<file path="config.mk">
export PLATFORM = sky130hd
export DESIGN_NAME = dtfs_controller
export DESIGN_NICKNAME = d
export VERILOG_FILES = /design/src/hdl/dtfs_pkg.sv /design/src/hdl/dtfs_controller.sv
export SDC_FILE = /design/constraint.sdc
export NUM_CORES = 1
export LEC_CHECK = 0
export ABC_AREA = 0
export ABC_CLOCK_PERIOD_IN_PS = 3550
export BUFFER_PORTS_ARGS = -buffer_cell sky130_fd_sc_hd__buf_2
export CELL_PAD_IN_SITES_DETAIL_PLACEMENT = 1
export CELL_PAD_IN_SITES_GLOBAL_PLACEMENT = 2
export CORE_UTILIZATION = 25
export DETAILED_ROUTE_END_ITERATION = 10
export HOLD_SLACK_MARGIN = 0.12
export PLACE_DENSITY = 0.86
export RECOVER_POWER = 50
export REMOVE_ABC_BUFFERS = 1
export SYNTH_ARGS = -nofsm -noshare
export SYNTH_HDL_FRONTEND = slang
export SYNTH_SLANG_ARGS = --single-unit
</file>
<file path="constraint.sdc">
create_clock -name clk -period 3.55 [get_ports clk]
set_clock_uncertainty 0.2 [all_clocks]
set_input_delay 0.5325 -clock clk [delete_from_list [all_inputs] [get_ports clk]]
set_output_delay 0.5325 -clock clk [all_outputs]
set_load 0.02 [all_outputs]
</file>
<file path="src/hdl/dtfs_pkg.sv">
// ----------------------------------------------------------------------------
// dtfs_pkg
// Shared types, widths and command codes of the descending table floor search.
// ----------------------------------------------------------------------------
package dtfs_pkg;

  // table geometry
  localparam int TABLE_DEPTH = 1024;
  localparam int IDX_W       = $clog2(TABLE_DEPTH);
  localparam int LEN_W       = $clog2(TABLE_DEPTH + 1);

  // fixed field widths
  localparam int KEY_W    = 64;
  localparam int ENTRY_W  = 10;
  localparam int LENGTH_W = 11;

  // item commands
  localparam logic CMD_LOAD  = 1'b0;
  localparam logic CMD_QUERY = 1'b1;

  // datapath operations
  localparam logic [2:0] OP_NOP    = 3'd0;
  localparam logic [2:0] OP_START  = 3'd1;
  localparam logic [2:0] OP_PROBE1 = 3'd2;
  localparam logic [2:0] OP_UPD1   = 3'd3;
  localparam logic [2:0] OP_LOADM  = 3'd4;
  localparam logic [2:0] OP_PROBE2 = 3'd5;
  localparam logic [2:0] OP_UPD2   = 3'd6;

  typedef struct packed {
    logic               cmd;
    logic [ENTRY_W-1:0] entry_index;
    logic [KEY_W-1:0]   key_value;
  } in_item_t;

  typedef struct packed {
    logic               found;
    logic [ENTRY_W-1:0] result_index;
  } out_item_t;

  // controller to datapath
  typedef struct packed {
    logic [2:0] op;
    logic       out_load;
    logic       out_found;
  } dp_ctrl_t;

  // datapath to controller
  typedef struct packed {
    logic in_query;
    logic empty;
    logic key_above;
    logic lo_lt_hi;
    logic out_busy;
  } dp_stat_t;

endpackage

</file>
<file path="src/hdl/dtfs_controller.sv">
// ----------------------------------------------------------------------------
// dtfs_controller
// Sequencer for the two binary search passes of one query.
// ----------------------------------------------------------------------------
module dtfs_controller (
  input  logic               clk,
  input  logic               rst,
  input  logic               in_valid,
  output logic               in_stall,
  input  dtfs_pkg::dp_stat_t stat,
  output dtfs_pkg::dp_ctrl_t ctrl
);
  import dtfs_pkg::*;

  localparam logic [3:0] S_IDLE    = 4'd0;
  localparam logic [3:0] S_CHK0    = 4'd1;
  localparam logic [3:0] S_PROBE1  = 4'd2;
  localparam logic [3:0] S_UPD1    = 4'd3;
  localparam logic [3:0] S_LOADM   = 4'd4;
  localparam logic [3:0] S_PROBE2  = 4'd5;
  localparam logic [3:0] S_UPD2    = 4'd6;
  localparam logic [3:0] S_DONE_NF = 4'd7;
  localparam logic [3:0] S_DONE_OK = 4'd8;

  logic [3:0] state;
  logic [3:0] state_next;

  assign in_stall = (state != S_IDLE);

  // next state and datapath commands
  always_comb begin
    state_next     = state;
    ctrl.op        = OP_NOP;
    ctrl.out_load  = 1'b0;
    ctrl.out_found = 1'b0;
    unique case (state)
      S_IDLE: begin
        ctrl.op = OP_START;
        if (in_valid && stat.in_query) begin
          state_next = S_CHK0;
        end
      end
      S_CHK0: begin
        // entry zero is on the read port now
        if (stat.empty || stat.key_above) begin
          state_next = S_DONE_NF;
        end else begin
          state_next = S_PROBE1;
        end
      end
      S_PROBE1: begin
        ctrl.op    = OP_PROBE1;
        state_next = stat.lo_lt_hi ? S_UPD1 : S_LOADM;
      end
      S_UPD1: begin
        ctrl.op    = OP_UPD1;
        state_next = S_PROBE1;
      end
      S_LOADM: begin
        ctrl.op    = OP_LOADM;
        state_next = S_PROBE2;
      end
      S_PROBE2: begin
        ctrl.op    = OP_PROBE2;
        state_next = stat.lo_lt_hi ? S_UPD2 : S_DONE_OK;
      end
      S_UPD2: begin
        ctrl.op    = OP_UPD2;
        state_next = S_PROBE2;
      end
      S_DONE_NF: begin
        if (!stat.out_busy) begin
          ctrl.out_load = 1'b1;
          state_next    = S_IDLE;
        end
      end
      S_DONE_OK: begin
        if (!stat.out_busy) begin
          ctrl.out_load  = 1'b1;
          ctrl.out_found = 1'b1;
          state_next     = S_IDLE;
        end
      end
      default: begin
        state_next = S_IDLE;
      end
    endcase
  end

  // state register
  always_ff @(posedge clk) begin
    if (rst) begin
      state <= S_IDLE;
    end else begin
      state <= state_next;
    end
  end

endmodule

</file>
# [Word-level counts from Yosys, hierarchy flattened]
# Cells that the tools add are included.
[word_totals] input_bits=8 word_cells=29 latchBits=0 mem_bits_ro=0 out_inout_bits=6 n_memories=0 ff_bits=4 mem_bits_rw=0
[op_classes] div=0 n_addsub=0 n_bitwise=0 n_mux=11 n_shift=0 n_mul=0 eq_ne=10 n_reduce_logical=7 magnitude_cmp=0
[ops] cell="4-bit one-hot mux with 7 select lines" count=1
[ops] cell="3-bit one-hot mux with 6 select lines" count=1
[ops] cell="4-bit by 3-bit == test with 1-bit output, second input constant" count=4
[ops] cell="4-bit 2-to-1 mux" count=3
[ops] cell="4-bit by 2-bit == test with 1-bit output, second input constant" count=2
[ops] cell="3-bit 2-to-1 mux" count=2
[ops] cell="4-bit by 1-bit == test with 1-bit output, second input constant" count=1
[ops] cell="4-bit == test, second input constant" count=1
[ops] cell="4-bit logical NOT" count=1
[ops] cell="2-bit != test, second input constant" count=2
[ops] cell="4-bit nonzero test" count=1
[ops] cell="2-bit OR reduction" count=2
[ops] cell="1-bit 2-to-1 mux" count=2
[ops] cell="2-bit 2-to-1 mux" count=1
[ops] cell="1-bit one-hot mux with 2 select lines" count=1
[ops] cell="2-bit AND reduction" count=1
[ops] cell="1-bit logical AND" count=1
[ops] cell="1-bit logical OR" count=1

# [Longest topological paths before layout]
# Gate-level depths: netlist of the first run.
[depth] ltp_word=4 depth_mapped=4 depth_no_buf=3

# [Least setup slack after synthesis of the first run]
# No wires, ideal clock.
[synth_timing] kind="flip-flop to output port" from="register state[2]" to="output port ctrl[1] (netlist bit)" n_path_buf=1 arrival_ns=1.109 required_time_ns=2.817 slack_ns=1.709 stages_incl_launch_ff=5 cell_sequence="dfxtp_1 clkbuf_8 nor2_1 nand3_1 a21oi_1"
[synth_rtl] item="start: declaration" line="dtfs_controller.sv:25" source="logic [3:0] state;"
[synth_rtl] item="start signal: assignment" line="dtfs_controller.sv:95" source="state <= state_next;"
[synth_rtl] item="end: declaration" line="dtfs_controller.sv:11" source="output dtfs_pkg::dp_ctrl_t ctrl"

==> impl_metrics.yaml, run 1 <==
clocking:
  clock_tree.buffer_depth: 2
  htreeDepth: 1
  cts_resized: 0
  post_cts_buffers: 0
  cts_buffers: 3
  cts_tree: "done"
  cts_root_buffer: "clkbuf_4"
  cts-hold-fix-buffers: 0
  clk_pin_slew_worst_paths_ns: 0.04
  clock_latency_ns: 0.23
  numClockSinks: 4
critical_path:
  arrival_ns: 1.44
  critical_path_peak_fanout: 14
  cp.required_ns: 2.82
  worst_setup_path_end_kind: "output port"
  startpoint_type: "flop"
  worst-setup-path-type: "flop to output port"
floorplanning:
  io_pins: 14
  core-area_um2: 1301
  initial_core_util_pct: 27.02
  die_y_um: 39.50
  dieArea_um2: 1560
  num_rows: 13
  die_width_um: 39.50
sta:
  finalSetupViolations: 0
  slew_headroom_pct: 66.18
  tightestPinTransition_ns: 0.5066
  finalCritPeriodShare_pct: 61.30
  finalCriticalPeriod_ns: 2.176
  rsz0062_at_grt: "no"
  setup_tns_ns: 0
  hold_viol_final: 0
  clock.fmax_mhz: 459.5
  setup_ws_ns: 1.374
  maxSlewViolCount: 0
logic_synthesis:
  synth_area_leaders: "dfxtp_1, buf_6, nor2_1"
  synth_largest_area_cell: "dfxtp_1"
  ys_seq_area_share_pct: 22.78
  ys_top_cells_by_count: "nor2_1, dfxtp_1, a21oi_1, nand2_1"
  synthFlopType: "dfxtp_1"
  yosysMostFrequentCell: "nor2_1"
  synthCells: 43
  synth_seq_cells: 4
  synth_async_sr_flop_share_pct: 0
  synth_edf_count: 0
  yosys_warnings: 0
  synth_area_um2: 351.6
  synth_top_area_share_pct: 22.78
  synthDistinctLibCells: 26
  syn_avg_cell_area_um2: 8.176
cells_and_area:
  final_nets: 65
  fin_util_pct: 31.63
  largest_reg_flops: 4
  layout-drive-gt1-share_pct: 34.55
  regMostFlops: "state"
  num_antenna_cells: 0
  top_regs: "state x4"
  fillers: 181
  area_delta_synth_final_pct: 17.08
power_and_ir_drop:
  clkPwrFrac_pct: 15.0
  ir_drop_mv: 0.2555
  switchingPower_uw: 192.1
  p_leak_nw: 0.1643
  intPower_uw: 185.6
  seqPwrFrac_pct: 31.3
  combPwrFrac_pct: 53.7
  swShare_pct: 50.86
  p_per_area_nw_per_um2: 917.5
placed_design:
  dp_slack_ns: 1.635
  dp_hpwl_um: 647.7
  portBuffers: 13
  globalplace.congestion: 0.7443
detailed_routing:
  drtIter0Drc: 0
  postRouteAntennaNets: 0
  via_per_inst: 5.286
  wl_per_cell_um: 13.20
  via_count: 370
  dr.pass1.iters: 1
  wirelength_um: 924
  drc_errors: 0
flow_run:
  maxCapViolCount: 0
global_route:
  gr-total-overflow: 0
  track_usage_pct: 14.81
  antenna_found_initial: 0
  first_global_vias: 359
  grt_max_degree: 15
  grt_pass1_wl_um: 1545
status:
  outcome: "finished, final reports clean"
min_path:
  hp-class: "input pin to flop"
==> layout by cell type (no fill, tap or decap), drive strengths merged <==
cell type and instances:
a211oi 2, a21o 1, a21oi 3, a2bb2oi 1
a311oi 2, a31o 1, a31oi 1, and4bb 1
buf 12, clkbuf 4, dfxtp 4, inv 2
mux2 1, nand2 3, nand2b 1, nand3 3
nand4b 1, nor2 5, nor3 2, nor3b 1
o2111ai 1, o21ai 2, xnor2 1
==> path summary, 6_finish.rpt <==
path,from,cells past startpoint,slack (ns),endpoint
setup reg to reg,state[0]$_SDFFE_PP0P_,3,1.96,state[0]$_SDFFE_PP0P_
setup / recovery,state[0]$_SDFFE_PP0P_,4,1.37,ctrl[2]
hold reg to reg,state[3]$_SDFFE_PP0P_,1,0.45,state[2]$_SDFFE_PP0P_
hold / removal,rst,2,0.35,state[1]$_SDFFE_PP0P_
==> metrics by stage <==
step / hold slack [ns] / instance area, µm² / cells / power [mW]
2_1_floorplan: 0.3517 / 310.3 / 39 / 0.2588
3_3_place_gp: 0.4424 / 394.1 / 67 / 0.3233
3_5_place_dp: 0.4443 / 394.1 / 67 / 0.3267
4_1_cts: 0.3503 / 416.7 / 70 / 0.3883
5_1_grt: 0.3577 / 411.6 / 70 / 0.4109
6_report: 0.3534 / 411.6 / 70 / 0.3777
==> power groups by stage <==
| stage | combinational (mW) | sequential [mW] | clock [mW] |
|---|---|---|---|
| floorplan | 0.157 | 0.102 | 0 |
| global placement | 0.207 | 0.117 | 0 |
| detailed placement | 0.209 | 0.118 | 0 |
| finish | 0.203 | 0.118 | 0.0567 |
| CTS | 0.212 | 0.117 | 0.0590 |
| global route | 0.225 | 0.124 | 0.0620 |
==> critical path, cell delays in order (launching register included) <==
cell	delay, ns
dfxtp_1	0.63
xnor2_1	0.18
nand2_1	0.07
a21oi_1	0.15
buf_2	0.18
==> cell families after synthesis <==
family                    Yosys count  share of synthesized area [%]
and+or+nand+nor                    17                          27.05
AOI/OAI and AO/OA                  14                          29.54
DFF                                 4                          22.78
muxes                               1                          4.269
buffers and inverters               6                          13.88
xor gates and xnor gates            1                          2.492
==> cell type report <==
class | instances | area (µm²) | area share, %
multi-input combinational | 33 | 219.0 | 53.19
sequential | 4 | 80.08 | 19.45
timing repair buffer | 13 | 63.81 | 15.50
clock buffer | 3 | 22.52 | 5.471
tap | 15 | 18.77 | 4.559
inverter | 2 | 7.507 | 1.824
==> per-layer routing <==
| metal | up-vias | track usage, % | wire [µm] |
|---|---|---|---|
| li1 | 188 | - | - |
| met1 | 174 | 16.61 | 404 |
| met2 | 8 | 26.23 | 489 |
| met3 | 0 | 3.977 | 30 |
| met4 | 0 | 5.172 | 0 |
| met5 | - | 0 | 0 |
(Power assumes the default switching activity.)
==> run 2: changes to the inputs <==
ABC_CLOCK_PERIOD_IN_PS = 1900   (was 3550)
CORE_ASPECT_RATIO = 0.8   (was default)
CORE_UTILIZATION = 21   (was 25)
PLACE_DENSITY = 0.79   (was 0.86)
clock period = 1.9 ns   (was 3.55 ns; I/O delays follow)
==> impl_metrics.yaml, run 2 (same netlist as run 1, synthesis figures left out) <==
placed_design:
  dp_hpwl_um: 659.7
  portBuffers: 13
  dp_slack_ns: 0.2607
  globalplace.congestion: 0.8051
floorplanning:
  die_y_um: 38.60
  num_rows: 12
  core-area_um2: 1471
  initial_core_util_pct: 23.89
  dieArea_um2: 1843
  die_width_um: 47.75
  io_pins: 14
detailed_routing:
  wirelength_um: 916
  postRouteAntennaNets: 0
  drtIter0Drc: 3
  drc_errors: 0
  dr.pass1.iters: 4
  via_count: 367
  wl_per_cell_um: 11.74
  via_per_inst: 4.705
sta:
  setup_ws_ns: 0.1507
  finalSetupViolations: 0
  rsz0062_at_grt: "no"
  tightestPinTransition_ns: 0.3810
  slew_headroom_pct: 74.57
  clock.fmax_mhz: 571.7
  finalCritPeriodShare_pct: 92.07
  setup_tns_ns: 0
  maxSlewViolCount: 0
  hold_viol_final: 0
  finalCriticalPeriod_ns: 1.749
clocking:
  htreeDepth: 1
  cts_buffers: 3
  cts_root_buffer: "clkbuf_4"
  post_cts_buffers: 0
  cts_tree: "done"
  numClockSinks: 4
  clk_pin_slew_worst_paths_ns: 0.04
  clock_latency_ns: 0.23
  clock_tree.buffer_depth: 2
cells_and_area:
  fin_util_pct: 30.53
  largest_reg_flops: 4
  num_antenna_cells: 0
  area_delta_synth_final_pct: 27.76
  regMostFlops: "state"
  final_nets: 67
  layout-drive-gt1-share_pct: 40.35
  mostFrequentLayoutCell: "buf_2"
  top_regs: "state x4"
  final_cell_mix: "buf_2, nor2_1, nand2_1, a21oi_1, clkbuf_4"
critical_path:
  critPathBufInv: 1
  worst-setup-path-type: "flop to output port"
  cp_top_family: "flip-flops"
  cp_slowest_stage_delay_ns: 0.50
  critical_path_peak_fanout: 8
  arrival_ns: 1.26
  startpoint: "state[0]$_SDFFE_PP0P_"
  timing.rr.start: "state[0]$_SDFFE_PP0P_"
  path_cells: "xnor2_1 -> nand2_1 -> a21oi_1 -> buf_2"
  startpoint_type: "flop"
  worst_setup_path_end_kind: "output port"
  cp.required_ns: 1.41
  cp_slowest_cell: "dfxtp_1"
global_route:
  antenna_found_initial: 0
  first_global_vias: 350
  grt_max_degree: 12
  track_usage_pct: 12.45
  gr-total-overflow: 0
  grt_pass1_wl_um: 1545
power_and_ir_drop:
  ir_drop_mv: 0.4531
  switchingPower_uw: 365.0
  swShare_pct: 48.98
  p_leak_nw: 0.1769
  seqPwrFrac_pct: 29.0
  intPower_uw: 380.1
  clkPwrFrac_pct: 14.2
  combPwrFrac_pct: 56.8
  p_per_area_nw_per_um2: 1659
min_path:
  hold_start: "stat[0]"
  hp-class: "input pin to flop"
status:
  outcome: "finished, final reports clean"
flow_run:
  maxCapViolCount: 0
-- run 2: changes by cell type in the layout (fill, tap and decap cells not counted), sizes merged --
cell / previous run / this run
clkbuf: 4 / 5
dlygate4sd3: 0 / 1
-- run 2: repair_timing --
item | CTS | global route
hold buffers | 1 | 0
hold endpoints to repair | 3 | 0
setup endpoints to repair | 1 | 1
gates cloned | 0 | 0
gates resized for setup | 1 | 3
-- run 2: worst paths after layout --
check | slack [ns] | cells after the start | end
setup / recovery | 0.15 | 4 | ctrl[2]
hold / removal | 0.24 | 3 | state[3]$_SDFFE_PP0P_
setup reg to reg | 0.49 | 3 | state[2]$_SDFFE_PP0P_
hold reg to reg | 0.38 | 1 | state[3]$_SDFFE_PP0P_
-- run 2: worst register-to-register path: cells and delay by family, from the launching register on --
kind                   cells  cell delay (ns)
buffers and inverters      1             0.22
AOI/OAI and AO/OA          2             0.40
DFF                        1             0.50
-- run 2: through the flow --
step	power, mW	hold slack, ns	area (µm²)	std cells
after detailed placement	0.6243	0.3441	409.1	74
after CTS	0.7387	0.2531	442.9	78
after global placement	0.6259	0.3487	409.1	74
after global routing	0.8049	0.2874	449.2	78
final	0.7451	0.2372	449.2	78
after floorplan	0.4835	0.1607	310.3	39
-- run 2: final cells by class --
type | count | area [µm²]
inverter | 2 | 7.507
tap | 21 | 26.28
fill | 211 | 1022
timing repair buffer | 15 | 80.08
multi-input combinational | 33 | 230.2
sequential | 4 | 82.58
clock buffer | 3 | 22.52
-- run 2: power by group through the flow --
stage | registers [mW] | clock network, mW | logic [mW]
floorplan | 0.191 | 0 | 0.293
global placement | 0.201 | 0 | 0.425
detailed placement | 0.203 | 0 | 0.422
CTS | 0.204 | 0.110 | 0.425
global route | 0.225 | 0.116 | 0.464
finish | 0.216 | 0.106 | 0.423
-- run 2: metal layers --
metal  GRT usage (%)  vias to the layer above  wire, µm
li1                -                      189         -
met1           17.65                      162       484
met2           16.22                       16       363
met3           5.607                        0        68
met4           4.167                        0         0
met5               0                        -         0
